$ cat src/arpc_pkg.sv
// Shared types and constants of the address-resolution cache with aging.
package arpc_pkg;

  localparam logic ACT_LOOKUP = 1'b0;
  localparam logic ACT_INSERT = 1'b1;

  localparam logic [15:0] TIMEOUT_RESET = 16'd60;

  typedef struct packed {
    logic        action;
    logic [31:0] ip_address;
    logic [47:0] mac_address;
    logic [31:0] now_seconds;
  } arpc_req_t;

  typedef struct packed {
    logic        hit;
    logic [47:0] found_mac;
    logic [3:0]  slot_index;
  } arpc_resp_t;

  typedef struct packed {
    logic [31:0] ip;
    logic [47:0] mac;
    logic [31:0] stamp;
  } arpc_entry_t;

endpackage

$ cat src/arp_cache_with_aging.sv
// Top level of the address-resolution cache with aging and oldest-entry eviction.
//
// An item (lookup or insert, with the current time in seconds) is taken on a
// rising edge where start is high and busy is low. busy stays high while the
// item is scanned. The single result appears on result, marked by done for
// exactly one cycle; the receiver cannot stall and must take it then.
// The entry memory is read one entry per cycle through its registered read
// port, and an insert adds a write-back step after the scan. A lookup hit
// ends early at the matching entry, and an insert ends its scan at the first
// entry it may reuse.
// A new item may be started in the cycle its predecessor's result is shown.
// The timeout register is written through cfg_we and cfg_wdata; the user must
// write it only while idle, which the block itself does not enforce.
// Reset clears all valid bits and the fill count and sets the timeout to 60
// seconds; entry contents need no clearing pass since only filled entries
// are ever read.
module arp_cache_with_aging #(
  parameter int ENTRIES = 16
) (
  input  logic                 clk,
  input  logic                 rst,
  input  logic                 start,
  output logic                 busy,
  input  arpc_pkg::arpc_req_t  request,
  output logic                 done,
  output arpc_pkg::arpc_resp_t result,
  input  logic                 cfg_we,
  input  logic [15:0]          cfg_wdata
);

  localparam int AW = (ENTRIES > 1) ? $clog2(ENTRIES) : 1;
  localparam int CW = $clog2(ENTRIES + 1);

  logic [15:0]           timeout;
  logic                  mem_we;
  logic [AW-1:0]         mem_waddr;
  arpc_pkg::arpc_entry_t mem_wdata;
  logic [AW-1:0]         mem_raddr;
  arpc_pkg::arpc_entry_t mem_rdata;

  always_ff @(posedge clk) begin
    if (rst) begin
      timeout <= arpc_pkg::TIMEOUT_RESET;
    end else if (cfg_we) begin
      timeout <= cfg_wdata;
    end
  end

  arpc_table #(
    .ENTRIES(ENTRIES),
    .AW     (AW)
  ) u_table (
    .clk  (clk),
    .we   (mem_we),
    .waddr(mem_waddr),
    .wdata(mem_wdata),
    .raddr(mem_raddr),
    .rdata(mem_rdata)
  );

  arpc_ctrl #(
    .ENTRIES(ENTRIES),
    .AW     (AW),
    .CW     (CW)
  ) u_ctrl (
    .clk      (clk),
    .rst      (rst),
    .start    (start),
    .request  (request),
    .timeout  (timeout),
    .busy     (busy),
    .done     (done),
    .result   (result),
    .mem_we   (mem_we),
    .mem_waddr(mem_waddr),
    .mem_wdata(mem_wdata),
    .mem_raddr(mem_raddr),
    .mem_rdata(mem_rdata)
  );

`ifndef ASSERT_OFF
  // Every item that finishes delivers its result as busy drops.
  a_done_at_finish: assert property (@(posedge clk) disable iff (rst)
    ($fell(busy) && !$past(rst)) |-> done)
    else $error("busy fell without a result");

  // A result is shown only once the sequencer has returned to idle.
  a_done_idle: assert property (@(posedge clk) disable iff (rst)
    done |-> !busy)
    else $error("result shown while busy");

  // No item completes in the cycle right after it is accepted.
  a_no_early_done: assert property (@(posedge clk) disable iff (rst)
    (start && !busy) |=> !done)
    else $error("result appeared one cycle after accept");
`endif

endmodule

$ cat src/arpc_table.sv
// Entry memory of the cache: one write port and one registered read port.
module arpc_table #(
  parameter int ENTRIES = 16,
  parameter int AW      = 4
) (
  input  logic                  clk,
  input  logic                  we,
  input  logic [AW-1:0]         waddr,
  input  arpc_pkg::arpc_entry_t wdata,
  input  logic [AW-1:0]         raddr,
  output arpc_pkg::arpc_entry_t rdata
);

  arpc_pkg::arpc_entry_t mem [ENTRIES];

  always_ff @(posedge clk) begin
    if (we) begin
      mem[waddr] <= wdata;
    end
    rdata <= mem[raddr];
  end

endmodule

$ cat src/arpc_ctrl.sv
// Scan sequencer of the cache: valid bits, fill count, lookup and insert decisions.
module arpc_ctrl #(
  parameter int ENTRIES = 16,
  parameter int AW      = 4,
  parameter int CW      = 5
) (
  input  logic                  clk,
  input  logic                  rst,
  input  logic                  start,
  input  arpc_pkg::arpc_req_t   request,
  input  logic [15:0]           timeout,
  output logic                  busy,
  output logic                  done,
  output arpc_pkg::arpc_resp_t  result,
  output logic                  mem_we,
  output logic [AW-1:0]         mem_waddr,
  output arpc_pkg::arpc_entry_t mem_wdata,
  output logic [AW-1:0]         mem_raddr,
  input  arpc_pkg::arpc_entry_t mem_rdata
);

  typedef enum logic [1:0] {S_IDLE, S_SCAN, S_WRITE} state_t;

  state_t              state;
  arpc_pkg::arpc_req_t req;
  logic [CW-1:0]       rd_idx;
  logic                ev_vld;
  logic [AW-1:0]       ev_idx;
  logic                ev_last;
  logic [CW-1:0]       used_count;
  logic [ENTRIES-1:0]  valid;
  logic [AW-1:0]       evict_idx;
  logic [31:0]         oldest_stamp;
  logic [AW-1:0]       slot;

  logic          issue;
  logic          ev_valid;
  logic          ip_match;
  logic [31:0]   age;
  logic          stale;
  logic          older;
  logic          scan_end;
  logic          is_insert;
  logic [AW+3:0] ev_ext;
  logic [AW+3:0] slot_ext;

  assign issue     = (state == S_SCAN) && (rd_idx < used_count);
  assign ev_valid  = valid[ev_idx];
  assign ip_match  = (mem_rdata.ip == req.ip_address);
  assign age       = req.now_seconds - mem_rdata.stamp;
  assign stale     = age > {16'b0, timeout};
  assign older     = (ev_idx == '0) || (mem_rdata.stamp < oldest_stamp);
  assign scan_end  = ev_vld ? ev_last : (used_count == '0);
  assign is_insert = (req.action == arpc_pkg::ACT_INSERT);
  assign ev_ext    = {4'b0, ev_idx};
  assign slot_ext  = {4'b0, slot};

  assign busy      = (state != S_IDLE);
  assign mem_raddr = rd_idx[AW-1:0];
  assign mem_we    = (state == S_WRITE);
  assign mem_waddr = slot;
  assign mem_wdata = '{ip: req.ip_address, mac: req.mac_address, stamp: req.now_seconds};

  always_ff @(posedge clk) begin
    if (rst) begin
      state      <= S_IDLE;
      done       <= 1'b0;
      used_count <= '0;
      valid      <= '0;
      ev_vld     <= 1'b0;
    end else begin
      done    <= 1'b0;
      ev_vld  <= issue;
      ev_idx  <= rd_idx[AW-1:0];
      ev_last <= ((rd_idx + CW'(1)) == used_count);
      if (issue) begin
        rd_idx <= rd_idx + CW'(1);
      end
      unique case (state)
        S_IDLE: begin
          if (start) begin
            req    <= request;
            rd_idx <= '0;
            state  <= S_SCAN;
          end
        end
        S_SCAN: begin
          if (ev_vld && is_insert && (ip_match || !ev_valid)) begin
            slot   <= ev_idx;
            ev_vld <= 1'b0;
            state  <= S_WRITE;
          end else if (ev_vld && !is_insert && ev_valid && ip_match && !stale) begin
            done   <= 1'b1;
            result <= '{hit: 1'b1, found_mac: mem_rdata.mac, slot_index: ev_ext[3:0]};
            ev_vld <= 1'b0;
            state  <= S_IDLE;
          end else begin
            if (ev_vld && !is_insert && ev_valid && ip_match) begin
              valid[ev_idx] <= 1'b0;
            end
            if (ev_vld && is_insert && older) begin
              evict_idx    <= ev_idx;
              oldest_stamp <= mem_rdata.stamp;
            end
            if (scan_end) begin
              ev_vld <= 1'b0;
              if (!is_insert) begin
                done   <= 1'b1;
                result <= '0;
                state  <= S_IDLE;
              end else if (used_count < CW'(ENTRIES)) begin
                slot       <= used_count[AW-1:0];
                used_count <= used_count + CW'(1);
                state      <= S_WRITE;
              end else begin
                slot  <= (ev_vld && older) ? ev_idx : evict_idx;
                state <= S_WRITE;
              end
            end
          end
        end
        S_WRITE: begin
          valid[slot] <= 1'b1;
          done        <= 1'b1;
          result      <= '{hit: 1'b1, found_mac: 48'b0, slot_index: slot_ext[3:0]};
          state       <= S_IDLE;
        end
        default: begin
          state <= S_IDLE;
        end
      endcase
    end
  end

endmodule
$ cat config.mk
export PLATFORM = sky130hd
export DESIGN_NAME = arp_cache_with_aging
export DESIGN_NICKNAME = d
export VERILOG_FILES = /design/src/arpc_pkg.sv /design/src/arp_cache_with_aging.sv /design/src/arpc_table.sv /design/src/arpc_ctrl.sv
export SDC_FILE = /design/constraint.sdc
export NUM_CORES = 2
export LEC_CHECK = 0
export ABC_AREA = 1
export BUFFER_PORTS_ARGS = -buffer_cell sky130_fd_sc_hd__buf_2
export CAP_MARGIN = 40
export CORE_ASPECT_RATIO = 1.4
export CORE_UTILIZATION = 40
export DETAILED_ROUTE_END_ITERATION = 8
export GPL_TIMING_DRIVEN = 0
export MAX_ROUTING_LAYER = met4
export PLACE_DENSITY = 0.64
export SLEW_MARGIN = 15
export SYNTH_ARGS = -nofsm -noshare
export SYNTH_HDL_FRONTEND = slang
export SYNTH_SLANG_ARGS = --single-unit
$ cat constraint.sdc
create_clock -name clk -period 15.9 [get_ports clk]
set_input_delay 3.18 -clock clk [delete_from_list [all_inputs] [get_ports clk]]
set_output_delay 3.18 -clock clk [all_outputs]
set_load 0.02 [all_outputs]
### Word-level counts from Yosys, hierarchy flattened

Memory sizes are Yosys's and may differ from the RTL's. A register that Yosys moved wholly into a read port is not among the register bits.
Cells that the tools add are included.

| operators by class | value |
|---|---|
| add/subtract/negate cells | 3 |
| order comparisons | 8 |
| equality and inequality tests | 12 |
| muxes and demuxes | 42 |
| bitwise logic cells | 6 |
| reduce and logical (&&, ||, !) cells | 30 |

Operator list:

| operator | number |
|---|---|
| $mux 53 | 4 |
| $pmux 53 s2 | 1 |
| $mux 16 | 3 |
| $eq 32x32->1 | 1 |
| $gt 32x16->1 | 1 |
| $lt 32x32->1 | 1 |
| $pmux 16 s2 | 1 |
| $sub 32x32->32 | 1 |
| $mux 4 | 6 |
| $and 16x16->16 | 1 |
| $not 16->16 | 1 |
| $or 16x16->16 | 1 |
| $mux 5 | 3 |
| $reduce_and 5->1 | 3 |
| $mux 1 | 14 |
| $logic_and 1x1->1 | 11 |
| $add 5x1->5 const B | 2 |
| $lt 4x5->1 const B | 2 |
| $mux 2 | 5 |
| $demux 1 s4 | 2 |
| $ge 4x1->1 const B | 2 |
| $ne 2x2->1 const B | 4 |
| $reduce_bool 2->1 | 4 |
| $reduce_and 6->1 | 1 |
| other kinds (21) | 26 |

| storage, ports and cells | value |
|---|---|
| flip-flop bits (word level) | 257 |
| RAM bits | 1792 |
| input port bits | 133 |
| output and inout bits | 55 |
| logic and storage cells | 121 |
| memories | 1 |

Memories:

| name | words | bits a word | rd ports | clocked after Yosys merged registers in | write ports | RTL line | RTL |
|---|---|---|---|---|---|---|---|
| u_table.mem | 16 | 112 | 1 | 1 | 1 | arpc_table.sv:14 | `arpc_pkg::arpc_entry_t mem [ENTRIES];` |

### Longest topological paths before layout

| depth | value |
|---|---|
| word-level depth | 10 |
| mapped depth | 30 |
| gate-level depth less buffers | 29 |

### By module

Synthesis repeated with hierarchy kept, for this count alone.

| unflattened totals | value |
|---|---|
| cells, all modules | 8971 |
| area total of the unflattened synthesis | 92930.4 µm² |

By module, submodules not included:

| module | instances | cells each | area each (µm²) | sequential area each (µm²) |
|---|---|---|---|---|
| arpc_table | 1 | 7347 | 78783.1 | 56053.8 |
| arpc_ctrl | 1 | 1530 | 13513.0 | 6986.7 |
| arp_cache_with_aging | 1 | 94 | 634.4 | 320.3 |

### Worst setup path after synthesis

OpenSTA, ideal clock, no wires.

| timing path | value |
|---|---|
| path kind | input to register |
| from | in start |
| to | reg u_ctrl.req, in the netlist u_ctrl.is_insert, enable pin |
| setup time | 588 ps |
| arrival | 8013 ps |
| data required time | 15312 ps |
| path slack | 7300 ps |
| stages | 2 |
| buffers on the path | 0 |
| cell sequence | nand2_1 > nor2_1 |

| on the way | value |
|---|---|
| word-level cells in the longest chain between the ends | 1 |

Ends and longest elaborated chain:

| element | RTL line | RTL |
|---|---|---|
| start, declared | arp_cache_with_aging.sv:22 | `input logic start,` |
| $reduce_and 3->1 (no source line) | - |  |
| end signal, assigned | arpc_ctrl.sv:82 | `req <= request;` |
| end, declared | arpc_ctrl.sv:25 | `arpc_pkg::arpc_req_t req;` |

Every way passes these cells.
A chain may end at the register's enable or synchronous reset.

### Final worst setup path

| timing path | value |
|---|---|
| from | reg u_ctrl.req, in the netlist u_ctrl.mem_wdata[0] |
| to | reg u_ctrl.result[28] (netlist name) |

| on the way | value |
|---|---|
| word-level cells in the longest chain between the ends | 7 |

Ends and longest elaborated chain:

| element | RTL line | RTL |
|---|---|---|
| $sub 32x32->32 | arpc_ctrl.sv:50 | `assign age = req.now_seconds - mem_rdata.stamp;` |
| $gt 32x16->1 | arpc_ctrl.sv:51 | `assign stale = age > {16'b0, timeout};` |
| $logic_not 1->1 | arpc_ctrl.sv:92 | `end else if (ev_vld && !is_insert && ev_valid && ip_match && !stale) begin` |
| $logic_and 1x1->1 | arpc_ctrl.sv:92 |  |
| $mux 53 | arpc_ctrl.sv:92 |  |
| $mux 53 | arpc_ctrl.sv:88 | `if (ev_vld && is_insert && (ip_match \|\| !ev_valid)) begin` |
| $pmux 53 s2 | arpc_ctrl.sv:79 | `unique case (state)` |

Every way passes these cells. The select of a mux whose other input is x is not followed.

==> summary.md <==
| Metric | Value |
|---|---|
| Clock latency on the worst-skew pair | ~900 ps |
| Max-slew headroom | 0.382 |
| Seq/Total Area, Yosys | 0.748 |
| Placed inst area | 92400 µm² |
| Core ar. | 210000 µm² |
| Largest net degree at the start of global routing | 30 |
| Cell variety after synth | 46 |
| Max Freq | about 180 MHz |
| CP endpoint | u_ctrl.result[28]$_SDFFCE_PP0P_ |
| Outcome | completed |
| Setup repair bufs after CTS | 0 |
| Synthesized flop and latch total | 2161 |
| Netlist Area Pre-Place | around 85000 µm² |
| Setup_tns | 0 ps |
| CP endpoint kind | flop |
| # resized after CTS | 0 |
| DP HPWL | approximately 180000 µm |
| # setup viols final | 0 |
| CP startpoint | u_ctrl.mem_wdata[0]$_DFFE_PP_ |
| GRT Total Usage | 0.256 |
| Final period utilization | 0.359 |
| Synth Instances | ~6400 |
| WS Path Type | reg2reg |
| Fraction of layout cells with a size suffix above 1 | 0.105 |
| Hold Path Class | reg2reg |
| Pre-antenna DRT Iters | 7 |
| Die Wd | between 300 and 400 µm |
| Initial antenna violation count | 15 |
| Clock Sinks | 2161 |
| ANT nets after route | 0 |
| Startpoint types | flop |
| RSZ-0062 raised after global routing | no |
| R2R cell count | 22 |
| Transition time of the tightest slew-check pin | just over 900 ps |
| Buffers on Ports | around 190 |
| PD cells | between 100 and 150 nW/µm² |
| Cts bufs inserted | between 200 and 250 |
| IO Count | roughly 190 |
| Die Area | roughly 210000 µm² |
| H-tree depth reported by CTS | 4 |
| Final Hold Fails | 0 |
| Global routing met3 resource utilization | 0.0530 |
| Die height | approximately 550 µm |
| DRC | 0 |
| Initial detailed-routing violation count | 7267 |
| CP Data Arrival Time | ~6300 ps |
| Root buf cell | clkbuf_16 |
| Gr busiest metal | met2 |
| Grt met2 use | 0.410 |
| Buffer depth of the longest clock path | 3 |
| Fin area | roughly 99000 µm² |
| Max FO, Critical Path | 17 |
| Maxcap violations | 0 |
| Clock Skew | between 60 and 70 ps |
| Synth Warn # | 0 |
| Row cnt | 199 |
| Worst flop-to-flop path startpoint | u_ctrl.mem_wdata[0]$_DFFE_PP_ |
| Post-Syn Nets | between 6000 and 7000 |
| First-pass GRT wire length | about 380000 µm |
| DR WL/cell | around 27 µm |
| P_leak | about 34 nW |
| Hold Buf Count CTS | 0 |
| GR Util met1 | 0.309 |
| Area growth from synthesis to layout | 17.2% |
| Setup slack, reg-to-reg | ~10000 ps |
| Initial core utilization | 0.403 |
| Avg Cell Area, Syn | approximately 13 µm² |
| Vias in the first global route | approximately 57000 |
| Peak supply drop | roughly 0.14 mV |
| Total power | about 0.013 W |
| Critical Path RT | 16490 ps |
| WL final | roughly 270000 µm |
| Slew Limit Fails | 0 |
| Gpl congestion | 0.894 |
| Routed vias/inst | 5.80 |
| Min cycle time layout | 5710 ps |
| Nets | 7200 |
| Via count | 57900 |
| CTS tree | done |
| Reg-to-reg critical path endpoint | u_ctrl.result[28]$_SDFFCE_PP0P_ |
| Clk slew on worst S/H paths | ~60 ps |
| GRT overflow | 0 |
## metrics by stage
stage / util / cells / setup slack, ps / hold slack, ps
2_1_floorplan: - / 6431 / 7300 / 428
3_3_place_gp: 0.424 / 9431 / 1940 / 436
3_5_place_dp: 0.440 / 9583 / 10160 / 460
4_1_cts: 0.472 / 9966 / 10310 / 475
5_1_grt: 0.472 / 9981 / 9870 / 473
6_report: 0.473 / 9987 / 10190 / 471
## layer usage
layer | vias up | share of wire
met5 | - | 0
met4 | 0 | 0.047
met3 | 703 | 0.11
met2 | 3601 | 0.48
met1 | 28700 | 0.37
li1 | 24900 | -
## cell type report
type	instances	area, µm²
inverters	327	1230
well taps	2814	3520
repair buffers	340	4060
plain buffers	394	1540
multi-input cells	3549	18800
clock buffers	259	5480
fillers	18300	111000
flip-flops and latches	2161	63400
diodes	19	47.5
clock inverters	124	1310
## synth_stat cells (all sizes together)
library cell	n	area, µm²
o21bai	1	7.51
a22oi	4	30.0
nand3	179	911
and2	3	18.8
xnor2	21	184
nand3b	4	46.3
nand2	502	1990
fa	1	20.0
nand4	17	113
edfxtp	2008	60300
a211oi	1	7.51
a221oi	1	8.76
a31oi	2	12.5
clkinv	5	18.8
a21oi	87	439
buf	27	130
o22ai	122	763
a21boi	1	7.51
clkbuf	367	1380
o21a	6	45.0
o211ai	122	916
o221ai	331	2900
nor2	1066	4040
a31o	1	8.76
ha	89	1110
or2	4	25.0
dfxtp	153	3060
nor4	3	18.8
o21ai	948	4740
inv	322	1210
xor2	19	166
nor3	14	70.1
## worst max-delay path: stages (launching register included)
cell	delay, ps
edfxtp_1	700
inv_1	280
ha_1	300
fa_1	410
inv_1	120
nand3_1	70
nand3_1	150
nand3_1	120
nand3_2	150
xor2_1	190
ha_1	260
nand3_1	110
a21oi_1	50
nor2_1	90
nand2_1	50
nand2_1	90
nand3_1	130
nor2_1	130
nand2_1	90
nor2_4	210
nand4_2	570
clkbuf_1	510
nor2_1	610
## flip-flops by register name, summed over array words and instances, names as in the netlist, 2 cells and up
register / cells
timeout: 16
u_ctrl.valid: 16
u_table.rdata: 112
u_ctrl.ev_idx: 4
u_ctrl.result: 53
u_table.mem: 1792
u_ctrl.oldest_stamp: 32
u_ctrl.state: 2
u_ctrl.evict_idx: 4
u_ctrl.rd_idx: 5
u_ctrl.mem_waddr: 4
u_ctrl.mem_wdata: 112
u_ctrl.used_count: 5
## cell families after synthesis
family | count (synthesis) | synth area share
compound gates | 1627 | 0.117
xor+xnor | 40 | 0.00414
fa+ha+maj | 90 | 0.0134
buf+inv | 721 | 0.0323
flops | 2161 | 0.748
simple gates | 1792 | 0.0854
## cell usage in the layout, fill, tap and decap left out, drive strengths merged, types with 122 or more instances in the layout
cell and n:
buf 367, clkbuf 626, dfxtp 153, edfxtp 2008, inv 330, nand2 502
nand3 179, nor2 1066, o211ai 122, o21ai 948, o221ai 331, o22ai 122
## power by group
group	internal, W	leakage [nW]	switching [W]
logic	0.000469	10.9	0.00117
clock network	0.00278	3.30	0.00218
registers	0.00634	19.4	0.000132
## worst min path at each step
stage | end | cells past startpoint | slack, ps | startpoint
final | u_ctrl.evict_idx[0]$_DFFE_PP_ | 0 | 470 | u_ctrl.ev_idx[0]$_DFFE_PN_
after detailed placement | u_ctrl.evict_idx[0]$_DFFE_PP_ | 0 | 460 | u_ctrl.ev_idx[0]$_DFFE_PN_
after global routing | u_ctrl.evict_idx[0]$_DFFE_PP_ | 0 | 470 | u_ctrl.ev_idx[0]$_DFFE_PN_
after global placement | u_ctrl.evict_idx[0]$_DFFE_PP_ | 0 | 440 | u_ctrl.ev_idx[0]$_DFFE_PN_
after floorplan | u_ctrl.evict_idx[0]$_DFFE_PP_ | 0 | 430 | u_ctrl.ev_idx[0]$_DFFE_PN_
after CTS | u_ctrl.evict_idx[0]$_DFFE_PP_ | 0 | 470 | u_ctrl.ev_idx[0]$_DFFE_PN_
No activity file was read; power rests on OpenSTA's default activity.
